$ cat config.mk
export PLATFORM = sky130hd
export DESIGN_NAME = plug_bounce_quirk_monitor_top
export DESIGN_NICKNAME = d
export VERILOG_FILES = /design/src/rtl/pbqm_pkg.sv /design/src/rtl/pbqm_cell.sv /design/src/rtl/pbqm_ctrl.sv /design/src/rtl/plug_bounce_quirk_monitor_top.sv
export SDC_FILE = /design/constraint.sdc
export NUM_CORES = 1
export LEC_CHECK = 0
export BUFFER_PORTS_ARGS = -buffer_cell sky130_fd_sc_hd__buf_2
export CAP_MARGIN = 20
export CORE_UTILIZATION = 40
export DETAILED_ROUTE_END_ITERATION = 7
export GPL_ROUTABILITY_DRIVEN = 0
export PLACE_DENSITY = 0.65
export SYNTH_ARGS = -nofsm -noshare
export SYNTH_HDL_FRONTEND = slang
export SYNTH_SLANG_ARGS = --single-unit
$ cat constraint.sdc
create_clock -name i_clk -period 4 [get_ports i_clk]
set_input_delay 0.2 -clock i_clk [delete_from_list [all_inputs] [get_ports i_clk]]
set_output_delay 0.2 -clock i_clk [all_outputs]
set_load 0.01 [all_outputs]
$ cat src/rtl/pbqm_pkg.sv
`timescale 1ns / 1ps
// ----------------------------------------------------------------------------
// pbqm_pkg
// Shared types and constants of the plug bounce quirk monitor.
// ----------------------------------------------------------------------------
package pbqm_pkg;

    localparam int CFG_W   = 32;
    localparam int LEVEL_W = 4;
    localparam int COUNT_W = 4;

    localparam logic [2:0] STOP_NONE  = 3'b000;
    localparam logic [2:0] STOP_PROTO = 3'b011;
    localparam logic [2:0] STOP_ALL   = 3'b111;

    localparam logic [COUNT_W-1:0] COUNT_MAX = 4'd15;

    localparam logic [31:0]        RST_ABNORMAL = 32'd1000;
    localparam logic [31:0]        RST_KEEP     = 32'd20000;
    localparam logic [LEVEL_W-1:0] RST_LEVEL_1  = 4'd1;
    localparam logic [LEVEL_W-1:0] RST_LEVEL_2  = 4'd2;
    localparam logic [LEVEL_W-1:0] RST_LEVEL_3  = 4'd3;
    localparam logic [3:0]         RST_RETRY    = 4'd3;

    typedef enum logic [2:0] {
        CFG_QUIRKS    = 3'd0,
        CFG_ADSP_PHY  = 3'd1,
        CFG_ABNORMAL  = 3'd2,
        CFG_KEEP      = 3'd3,
        CFG_LEVEL_1   = 3'd4,
        CFG_LEVEL_2   = 3'd5,
        CFG_LEVEL_3   = 3'd6,
        CFG_RETRY     = 3'd7
    } t_cfg_idx;

    typedef enum logic [1:0] {
        FB_LEAVE = 2'd0,
        FB_CLEAR = 2'd1,
        FB_FORCE = 2'd2
    } t_fallback;

    typedef enum logic [1:0] {
        PHY_NONE = 2'd0,
        PHY_ON   = 2'd1,
        PHY_OFF  = 2'd2
    } t_phy;

    typedef enum logic {
        REQ_PLUG  = 1'b0,
        REQ_TIMER = 1'b1
    } t_req;

    typedef struct packed {
        logic        req_type;
        logic        plugged;
        logic        cc_attached;
        logic        mmi_enabled;
        logic [31:0] now;
    } t_in_item;

    typedef struct packed {
        logic               link_hold;
        logic [2:0]         stop_flags;
        t_fallback          fallback_action;
        logic               clear_history;
        t_phy               phy_action;
        logic               arm_timer;
        logic               hold_awake;
        logic [COUNT_W-1:0] bounce_count;
        logic               report_error;
        logic               notify_battery;
        logic               ignored;
    } t_out_item;

    // update applied to the record cells when an event commits
    typedef struct packed {
        logic wr;
        logic mark;
        logic clr;
    } t_cell_cmd;

endpackage

$ cat src/rtl/pbqm_cell.sv
`timescale 1ns / 1ps
// ----------------------------------------------------------------------------
// pbqm_cell
// One plug record: plug-out time, valid bit and bounce mark, plus one stage
// of the counting chain that passes a partial count to the next cell.
// ----------------------------------------------------------------------------
module pbqm_cell #(
    parameter int RECORDS   = 8,
    parameter int TIME_BITS = 32,
    parameter int IDX       = 0
) (
    input  logic                           i_clk,
    input  logic                           i_rst_n,
    input  pbqm_pkg::t_cell_cmd            i_cmd,
    input  logic [$clog2(RECORDS)-1:0]     i_pos,
    input  logic [TIME_BITS-1:0]           i_ref,
    input  logic [TIME_BITS-1:0]           i_now,
    input  logic [$clog2(RECORDS+1)-1:0]   i_sum,
    output logic [$clog2(RECORDS+1)-1:0]   o_sum
);
    import pbqm_pkg::*;

    localparam int POS_W = $clog2(RECORDS);
    localparam int CNT_W = $clog2(RECORDS + 1);
    localparam logic [POS_W-1:0] MY_POS = POS_W'(IDX);

    logic [TIME_BITS-1:0] r_time;
    logic                 r_valid;
    logic                 r_mark;
    logic                 r_hit;
    logic [CNT_W-1:0]     r_sum;
    logic [TIME_BITS-1:0] diff;
    logic                 sel;

    // record time inside the window when ref - time wraps negative
    assign diff = i_ref - r_time;
    assign sel  = (i_pos == MY_POS);

    always_ff @(posedge i_clk) begin
        r_hit <= r_valid & diff[TIME_BITS-1];
        r_sum <= i_sum + CNT_W'(r_hit & r_mark);
        if (i_cmd.wr && sel) begin
            r_time <= i_now;
        end
    end

    always_ff @(posedge i_clk) begin
        if (!i_rst_n) begin
            r_valid <= 1'b0;
            r_mark  <= 1'b0;
        end else begin
            if (i_cmd.wr && sel) begin
                r_valid <= 1'b1;
            end
            if (i_cmd.clr) begin
                r_mark <= 1'b0;
            end else if (i_cmd.mark && sel && r_hit) begin
                r_mark <= 1'b1;
            end
        end
    end

    assign o_sum = r_sum;

endmodule

$ cat src/rtl/pbqm_ctrl.sv
`timescale 1ns / 1ps
// ----------------------------------------------------------------------------
// pbqm_ctrl
// Event sequencer: configuration registers, link and escalation state,
// chain timing and the registered result.
// ----------------------------------------------------------------------------
module pbqm_ctrl #(
    parameter int RECORDS   = 8,
    parameter int TIME_BITS = 32
) (
    input  logic                           i_clk,
    input  logic                           i_rst_n,
    input  logic                           i_cfg_we,
    input  logic [2:0]                     i_cfg_idx,
    input  logic [pbqm_pkg::CFG_W-1:0]     i_cfg_data,
    input  logic                           i_in_valid,
    output logic                           o_in_ready,
    input  pbqm_pkg::t_in_item             i_in_item,
    output logic                           o_out_valid,
    input  logic                           i_out_ready,
    output pbqm_pkg::t_out_item            o_out_item,
    input  logic [$clog2(RECORDS+1)-1:0]   i_chain_sum,
    output logic [TIME_BITS-1:0]           o_ref,
    output logic [TIME_BITS-1:0]           o_now,
    output pbqm_pkg::t_cell_cmd            o_cmd,
    output logic [$clog2(RECORDS)-1:0]     o_pos
);
    import pbqm_pkg::*;

    localparam int POS_W  = $clog2(RECORDS);
    localparam int CNT_W  = $clog2(RECORDS + 1);
    localparam int STEP_W = $clog2(RECORDS + 2);
    localparam int CMP_W  = (CNT_W > LEVEL_W) ? CNT_W : LEVEL_W;
    localparam logic [STEP_W-1:0] LAST_STEP = STEP_W'(RECORDS + 1);
    localparam logic [POS_W-1:0]  LAST_POS  = POS_W'(RECORDS - 1);

    typedef enum logic {
        S_IDLE,
        S_EVAL
    } t_state;

    // configuration
    logic                 r_quirks;
    logic                 r_adsp;
    logic [31:0]          r_abnormal;
    logic [31:0]          r_keep_win;
    logic [LEVEL_W-1:0]   r_level_1;
    logic [LEVEL_W-1:0]   r_level_2;
    logic [LEVEL_W-1:0]   r_level_3;
    logic [3:0]           r_retry_lim;

    // control state
    t_state               r_state;
    logic [STEP_W-1:0]    r_step;
    t_in_item             r_in;
    logic [TIME_BITS-1:0] r_ref;
    logic [POS_W-1:0]     r_ring;
    logic                 r_last_seen;
    logic                 r_last_plug;
    logic                 r_link;
    logic                 r_keep;
    logic [3:0]           r_retry;
    logic [2:0]           r_stop;
    logic                 r_out_valid;
    t_out_item            r_out;

    // next values at commit
    logic [POS_W-1:0]     n_ring;
    logic                 n_last_seen;
    logic                 n_last_plug;
    logic                 n_link;
    logic                 n_keep;
    logic [3:0]           n_retry;
    logic [2:0]           n_stop;
    t_out_item            n_out;
    t_cell_cmd            n_cmd;

    logic                 in_xfer;
    logic                 commit;
    logic [31:0]          span;
    logic [CMP_W-1:0]     cnt;

    assign o_in_ready = (r_state == S_IDLE);
    assign in_xfer    = i_in_valid && o_in_ready;
    assign commit     = (r_state == S_EVAL) && (r_step == LAST_STEP)
                        && (!r_out_valid || i_out_ready);
    assign span       = i_in_item.plugged ? r_abnormal : r_keep_win;
    assign cnt        = r_quirks ? CMP_W'(i_chain_sum) : '0;

    always_ff @(posedge i_clk) begin
        if (!i_rst_n) begin
            r_quirks    <= 1'b0;
            r_adsp      <= 1'b0;
            r_abnormal  <= RST_ABNORMAL;
            r_keep_win  <= RST_KEEP;
            r_level_1   <= RST_LEVEL_1;
            r_level_2   <= RST_LEVEL_2;
            r_level_3   <= RST_LEVEL_3;
            r_retry_lim <= RST_RETRY;
        end else if (i_cfg_we) begin
            case (t_cfg_idx'(i_cfg_idx))
                CFG_QUIRKS:   r_quirks    <= i_cfg_data[0];
                CFG_ADSP_PHY: r_adsp      <= i_cfg_data[0];
                CFG_ABNORMAL: r_abnormal  <= i_cfg_data[31:0];
                CFG_KEEP:     r_keep_win  <= i_cfg_data[31:0];
                CFG_LEVEL_1:  r_level_1   <= i_cfg_data[LEVEL_W-1:0];
                CFG_LEVEL_2:  r_level_2   <= i_cfg_data[LEVEL_W-1:0];
                CFG_LEVEL_3:  r_level_3   <= i_cfg_data[LEVEL_W-1:0];
                CFG_RETRY:    r_retry_lim <= i_cfg_data[3:0];
                default: begin
                end
            endcase
        end
    end

    always_comb begin
        n_ring      = r_ring;
        n_last_seen = r_last_seen;
        n_last_plug = r_last_plug;
        n_link      = r_link;
        n_keep      = r_keep;
        n_retry     = r_retry;
        n_stop      = r_stop;
        n_cmd       = '0;
        n_out       = '0;

        if (r_in.req_type == REQ_PLUG) begin
            if (r_last_seen && (r_in.plugged == r_last_plug)) begin
                n_out.ignored = 1'b1;
            end else begin
                n_last_seen = 1'b1;
                n_last_plug = r_in.plugged;
                n_link      = r_in.plugged;
                if (!r_in.plugged && r_link) begin
                    n_ring = (r_ring == LAST_POS) ? '0 : r_ring + 1'b1;
                end
                if (!r_in.plugged) begin
                    n_retry            = '0;
                    n_cmd.wr           = 1'b1;
                    n_out.hold_awake   = r_quirks;
                    n_out.bounce_count = (cnt > CMP_W'(COUNT_MAX)) ? COUNT_MAX
                                                                  : cnt[COUNT_W-1:0];
                    if (r_in.cc_attached) begin
                        n_out.arm_timer = 1'b1;
                        if (cnt >= CMP_W'(r_level_2)) begin
                            n_keep                = !(cnt >= CMP_W'(r_level_3));
                            n_out.clear_history   = 1'b1;
                            n_out.fallback_action = FB_CLEAR;
                            n_out.report_error    = 1'b1;
                            if (r_quirks) begin
                                n_stop = STOP_ALL;
                                if (r_adsp) begin
                                    n_out.phy_action = PHY_OFF;
                                end
                            end
                        end else if (cnt >= CMP_W'(r_level_1)) begin
                            n_keep                = 1'b1;
                            n_out.fallback_action = FB_FORCE;
                            n_out.report_error    = 1'b1;
                            if (r_quirks) begin
                                n_stop = r_stop | STOP_PROTO;
                            end
                        end else begin
                            n_keep                = 1'b1;
                            n_out.fallback_action = FB_CLEAR;
                        end
                    end else begin
                        n_keep                = 1'b0;
                        n_out.clear_history   = 1'b1;
                        n_out.fallback_action = FB_CLEAR;
                        if (r_quirks) begin
                            n_stop    = STOP_NONE;
                            n_cmd.clr = 1'b1;
                            if (r_in.mmi_enabled && r_adsp) begin
                                n_out.phy_action = PHY_ON;
                            end
                        end
                    end
                end else begin
                    n_cmd.mark = 1'b1;
                end
            end
        end else if (!r_link) begin
            n_keep                = 1'b0;
            n_out.clear_history   = 1'b1;
            n_out.fallback_action = FB_CLEAR;
            n_out.notify_battery  = 1'b1;
            if (r_quirks) begin
                n_stop    = STOP_NONE;
                n_cmd.clr = 1'b1;
                if (r_in.mmi_enabled && r_adsp) begin
                    n_out.phy_action = PHY_ON;
                end
            end
            if (r_retry < r_retry_lim) begin
                n_retry          = r_retry + 1'b1;
                n_out.hold_awake = r_quirks;
                n_out.arm_timer  = 1'b1;
            end
        end

        n_out.link_hold  = n_keep & r_quirks;
        n_out.stop_flags = r_quirks ? n_stop : STOP_NONE;
    end

    always_ff @(posedge i_clk) begin
        if (!i_rst_n) begin
            r_state     <= S_IDLE;
            r_step      <= '0;
            r_ring      <= '0;
            r_last_seen <= 1'b0;
            r_last_plug <= 1'b0;
            r_link      <= 1'b0;
            r_keep      <= 1'b0;
            r_retry     <= '0;
            r_stop      <= STOP_NONE;
            r_out_valid <= 1'b0;
        end else begin
            if (commit) begin
                r_out_valid <= 1'b1;
            end else if (r_out_valid && i_out_ready) begin
                r_out_valid <= 1'b0;
            end
            case (r_state)
                S_IDLE: begin
                    if (in_xfer) begin
                        r_in    <= i_in_item;
                        r_ref   <= TIME_BITS'(i_in_item.now) - TIME_BITS'(span);
                        r_step  <= '0;
                        r_state <= S_EVAL;
                    end
                end
                S_EVAL: begin
                    if (r_step != LAST_STEP) begin
                        r_step <= r_step + 1'b1;
                    end
                    if (commit) begin
                        r_ring      <= n_ring;
                        r_last_seen <= n_last_seen;
                        r_last_plug <= n_last_plug;
                        r_link      <= n_link;
                        r_keep      <= n_keep;
                        r_retry     <= n_retry;
                        r_stop      <= n_stop;
                        r_out       <= n_out;
                        r_state     <= S_IDLE;
                    end
                end
                default: begin
                    r_state <= S_IDLE;
                end
            endcase
        end
    end

    assign o_out_valid = r_out_valid;
    assign o_out_item  = r_out;
    assign o_ref       = r_ref;
    assign o_now       = TIME_BITS'(r_in.now);
    assign o_cmd       = commit ? n_cmd : '0;
    assign o_pos       = n_ring;

`ifndef SYNTH
    a_ring_range: assert property (@(posedge i_clk) disable iff (!i_rst_n)
        r_ring <= LAST_POS)
        else $error("ring position out of range");

    a_start_eval: assert property (@(posedge i_clk) disable iff (!i_rst_n)
        in_xfer |=> (r_state == S_EVAL) && (r_step == '0))
        else $error("accepted event did not start evaluation");

    a_ignored_quiet: assert property (@(posedge i_clk) disable iff (!i_rst_n)
        commit && n_out.ignored |-> (n_cmd == '0) && !n_out.arm_timer
            && (n_out.bounce_count == '0) && !n_out.clear_history)
        else $error("ignored event changed records or raised actions");

    a_count_quirks: assert property (@(posedge i_clk) disable iff (!i_rst_n)
        o_out_valid && (o_out_item.bounce_count != '0) |-> r_quirks)
        else $error("bounce count reported with quirks disabled");

    a_commit_free: assert property (@(posedge i_clk) disable iff (!i_rst_n)
        commit |-> (r_step == LAST_STEP) && !$isunknown(r_in.req_type))
        else $error("commit before the count chain settled");
`endif

endmodule

$ cat src/rtl/plug_bounce_quirk_monitor_top.sv
`timescale 1ns / 1ps
// ----------------------------------------------------------------------------
// plug_bounce_quirk_monitor_top
// Charger connection monitor with a ring of plug records held in a chain of
// cells; counts abnormal disconnects on plug-out and escalates.
//
//   channel   direction  handshake              payload
//   input     in         i_in_valid/o_in_ready   i_in_item  (t_in_item)
//   output    out        o_out_valid/i_out_ready o_out_item (t_out_item)
//   config    in         i_cfg_we                i_cfg_idx, i_cfg_data
//
// one event at a time; result registered when chain settles and output is free
// the partial count walks the cell chain one cell per cycle
// next event is taken as soon as the result is registered
// result waits in the output register while the next event evaluates
// synchronous active-low reset, records come up empty
// ----------------------------------------------------------------------------
module plug_bounce_quirk_monitor_top #(
    parameter int RECORDS   = 8,
    parameter int TIME_BITS = 32
) (
    input  logic                       i_clk,
    input  logic                       i_rst_n,
    input  logic                       i_cfg_we,
    input  logic [2:0]                 i_cfg_idx,
    input  logic [pbqm_pkg::CFG_W-1:0] i_cfg_data,
    input  logic                       i_in_valid,
    output logic                       o_in_ready,
    input  pbqm_pkg::t_in_item         i_in_item,
    output logic                       o_out_valid,
    input  logic                       i_out_ready,
    output pbqm_pkg::t_out_item        o_out_item
);
    import pbqm_pkg::*;

    localparam int POS_W = $clog2(RECORDS);
    localparam int CNT_W = $clog2(RECORDS + 1);

    logic [TIME_BITS-1:0] ref_time;
    logic [TIME_BITS-1:0] now_time;
    t_cell_cmd            cmd;
    logic [POS_W-1:0]     pos;
    logic [CNT_W-1:0]     sums [RECORDS+1];

    assign sums[0] = '0;

    pbqm_ctrl #(
        .RECORDS   (RECORDS),
        .TIME_BITS (TIME_BITS)
    ) u_ctrl (
        .i_clk       (i_clk),
        .i_rst_n     (i_rst_n),
        .i_cfg_we    (i_cfg_we),
        .i_cfg_idx   (i_cfg_idx),
        .i_cfg_data  (i_cfg_data),
        .i_in_valid  (i_in_valid),
        .o_in_ready  (o_in_ready),
        .i_in_item   (i_in_item),
        .o_out_valid (o_out_valid),
        .i_out_ready (i_out_ready),
        .o_out_item  (o_out_item),
        .i_chain_sum (sums[RECORDS]),
        .o_ref       (ref_time),
        .o_now       (now_time),
        .o_cmd       (cmd),
        .o_pos       (pos)
    );

    for (genvar g = 0; g < RECORDS; g++) begin : g_cell
        pbqm_cell #(
            .RECORDS   (RECORDS),
            .TIME_BITS (TIME_BITS),
            .IDX       (g)
        ) u_cell (
            .i_clk   (i_clk),
            .i_rst_n (i_rst_n),
            .i_cmd   (cmd),
            .i_pos   (pos),
            .i_ref   (ref_time),
            .i_now   (now_time),
            .i_sum   (sums[g]),
            .o_sum   (sums[g+1])
        );
    end

endmodule
==> results_dict.tcl <==
set metrics [dict create \
    p_leak_nw 12.3 \
    viasPerCell 5.17 \
    power_density_mw_per_mm2 395 \
    grt_pass1_vias 16531 \
    num_io_pins 96 \
    post-route-period-util_pct 85.8 \
    placed_area_sq_mm 0.0259 \
    mostFrequentLayoutCells "edfxtp_1, ha_1, inv_1, nand2_1, dfxtp_1" \
    fin_cells 3144 \
    routed_wl_um 58300 \
    cp.required_ns 4.29 \
    period_minus_slack_ns 3.43 \
    max_freq_mhz 291 \
    synth_top_cell_by_area "edfxtp_1" \
    dp.cells 2978 \
    cap_viol_max_count 0 \
    std_cell_rows 90 \
    grt_pass1_wl_um 91000 \
    port_buffers 95 \
    async_flop_share_pct 0 \
    vias 16265 \
    antenna_found_initial 4 \
    synth_fp_nets 2503 \
    synth_enable_flop_cells 342 \
    crit_path_end_kind "register" \
    yosys_warnings 0 \
    syn_area_sq_mm 0.0244 \
    htree_levels 2 \
    finalMaxSlewViolations 0 \
    rsz0062_at_grt "no" \
    dieWidth_um 249 \
    clk_pin_slew_ns 0.06 \
    finClkSkew_ns 0.0194 \
    slew_headroom_pct 33.4 \
    cts-resized-gates 0 \
    finalSetupViolCount 0 \
    min_path_type "in2reg" \
    postRouteAntennaNets 0 \
    worst_pin_slew_ns 0.998 \
    drive_gt1_share_pct 8.82 \
    path_max_fanout 22 \
    stdcell_area_sq_mm 0.0283 \
    clk_latency_ns 0.60 \
    cts_root_buf "clkbuf_16" \
    ys_dominant_reg_cell "edfxtp_1" \
    clock_path_buffers 3 \
    die_area_sq_mm 0.0619 \
    synth_top_area_share_pct 42.2 \
    synth_cells 2124 \
    area_growth_pct 16.0 \
    core_area_sq_mm 0.0602 \
    intPower_mw 8.63 \
    clkPwrFrac_pct 42.1 \
    worstSetupPathType "reg2reg" \
    ys_types 56 \
    wl_per_cell_um 18.5 \
    grt_max_degree 106 \
    drtPass1Iterations 6 \
    arrival_ns 3.72 \
    hpwl_um 41700 \
    cts_tree "done" \
    drcViolationCount 0 \
    postSynthAreaPerCell_sq_um 11.5 \
    hold_viol_final 0 \
    nNetsFinal 2696 \
    synth_area_leaders "edfxtp_1, ha_1, dfxtp_1" \
    globalRouteOverflowTotal 0 \
    vdd_drop_max_mv 0.396 \
    synth_seq_area_share_pct 54.6 \
    cts_setup_buffers 0 \
    clkSinkCount 493 \
    grtUsageTotal_pct 18.9 \
    power_mw 11.2 \
    cts_hold_buf 69 \
    seqPwrFrac_pct 50.4 \
    final_common_cell "edfxtp_1" \
    cts_buffers 50 \
    initial_utilization_pct 40.4 \
    worstSetupStartpointType "register" \
    swShare_pct 22.6 \
    dieHeight_um 249 \
    status "complete, no violations" \
    drt_iter0_drc 1105 \
    comb_power_share_pct 7.5 \
    switching_power_mw 2.52 \
    finalSetupTns_ns 0 \
    synth_seq_cells 493 \
]
## metal layers
metal / track usage [%] / share of wire, %
met4: 5.96 / 2.4
met3: 2.41 / 4.1
met1: 24.2 / 44
met5: 0 / 0.019
met2: 33.1 / 49
## synthesized netlist by cell type (4+ instances only)
cell type,instances
nor2b_1,27
inv_1,275
o21bai_1,4
xnor2_1,28
o21a_1,15
o21ai_0,44
nand2_1,205
clkbuf_1,37
nor2_1,79
a21o_1,89
ha_1,302
edfxtp_1,342
a21boi_1,54
and2_1,22
a211oi_1,19
a21oi_1,113
a2111oi_0,4
and3_1,12
nand2b_1,16
xor2_1,23
o31ai_1,5
o21ai_1,28
and4_1,5
nand4_1,47
or2_2,6
o211ai_1,4
dfxtp_1,151
nor3_1,7
o31a_1,5
nor3b_1,11
a31oi_1,14
nand3_1,30
a221o_1,5
mux2i_1,55
o211a_1,5
## cell families after synthesis
family,Yosys count,synth area share [%]
adders and majority gates,306,15.7
DFF,493,54.6
xor gates and xnor gates,51,1.83
and+or+nand+nor,476,9.25
AOI/OAI and AO/OA,424,11.4
buffers and inverters,317,4.92
muxes,57,2.35
## path summary, 6_finish.rpt
| path | start | to | slack [ns] | cells past startpoint |
|---|---|---|---|---|
| min | i_cfg_idx[0] | u_ctrl.r_quirks$_SDFFE_PN0P_ | 0.1 | 4 |
| min reg2reg | u_ctrl.r_keep_win[28]$_SDFFE_PN0P_ | u_ctrl.r_keep_win[28]$_SDFFE_PN0P_ | 0.45 | 2 |
| max | u_ctrl.r_in[34]$_DFFE_PP_ | g_cell[2].u_cell.r_time[26]$_DFFE_PP_ | 0.57 | 8 |
| max reg2reg | u_ctrl.r_in[34]$_DFFE_PP_ | g_cell[2].u_cell.r_time[26]$_DFFE_PP_ | 0.57 | 8 |
## layout make-up
class / instances / area (sq um)
fill: 5303 / 32000
antenna: 4 / 10.0
sequential: 493 / 13300
tap: 782 / 978
clock inverter: 23 / 241
multi-input combinational: 1314 / 9940
clock buffer: 70 / 1400
inverter: 276 / 1040
timing repair buffer: 182 / 1360
## state kept, by name, summed over array words and instances (netlist names), 8 cells and up
name / count
u_ctrl.r_keep_win: 32
g_cell.u_cell.r_valid: 8
u_ctrl.o_now: 32
u_ctrl.o_ref: 32
u_ctrl.o_out_item: 18
g_cell.u_cell.r_mark: 8
g_cell.u_cell.r_hit: 8
g_cell.u_cell.o_sum: 26
u_ctrl.r_abnormal: 32
g_cell.u_cell.r_time: 256
## per-stage QoR
stage          hold slack (ns)  setup slack, ns  util [%]
5_1_grt                  0.118            0.361      46.9
6_report                0.0996            0.569      46.9
2_1_floorplan            0.299            0.492         -
3_5_place_dp             0.378            0.556      43.0
3_3_place_gp             0.378            0.631      43.0
4_1_cts                 0.0669            0.541      46.9
## critical path: stages, from the launching register on
cell	delay (ns)
edfxtp_1	0.38
inv_1	0.17
ha_1	0.28
a21oi_1	0.35
nand2_1	0.25
mux2i_1	0.35
nand3_1	0.40
nor2_4	0.62
buf_12	0.27
## power groups by stage
stage | Sequential, mW | Clock, mW | Combinational, mW
final | 5.62 | 4.70 | 0.831
after detailed placement | 5.74 | 0 | 0.771
after global placement | 5.73 | 0 | 0.736
after global routing | 5.63 | 4.97 | 0.923
after CTS | 5.63 | 4.78 | 0.832
after floorplan | 5.68 | 0 | 0.528
(Power assumes the default switching activity.)
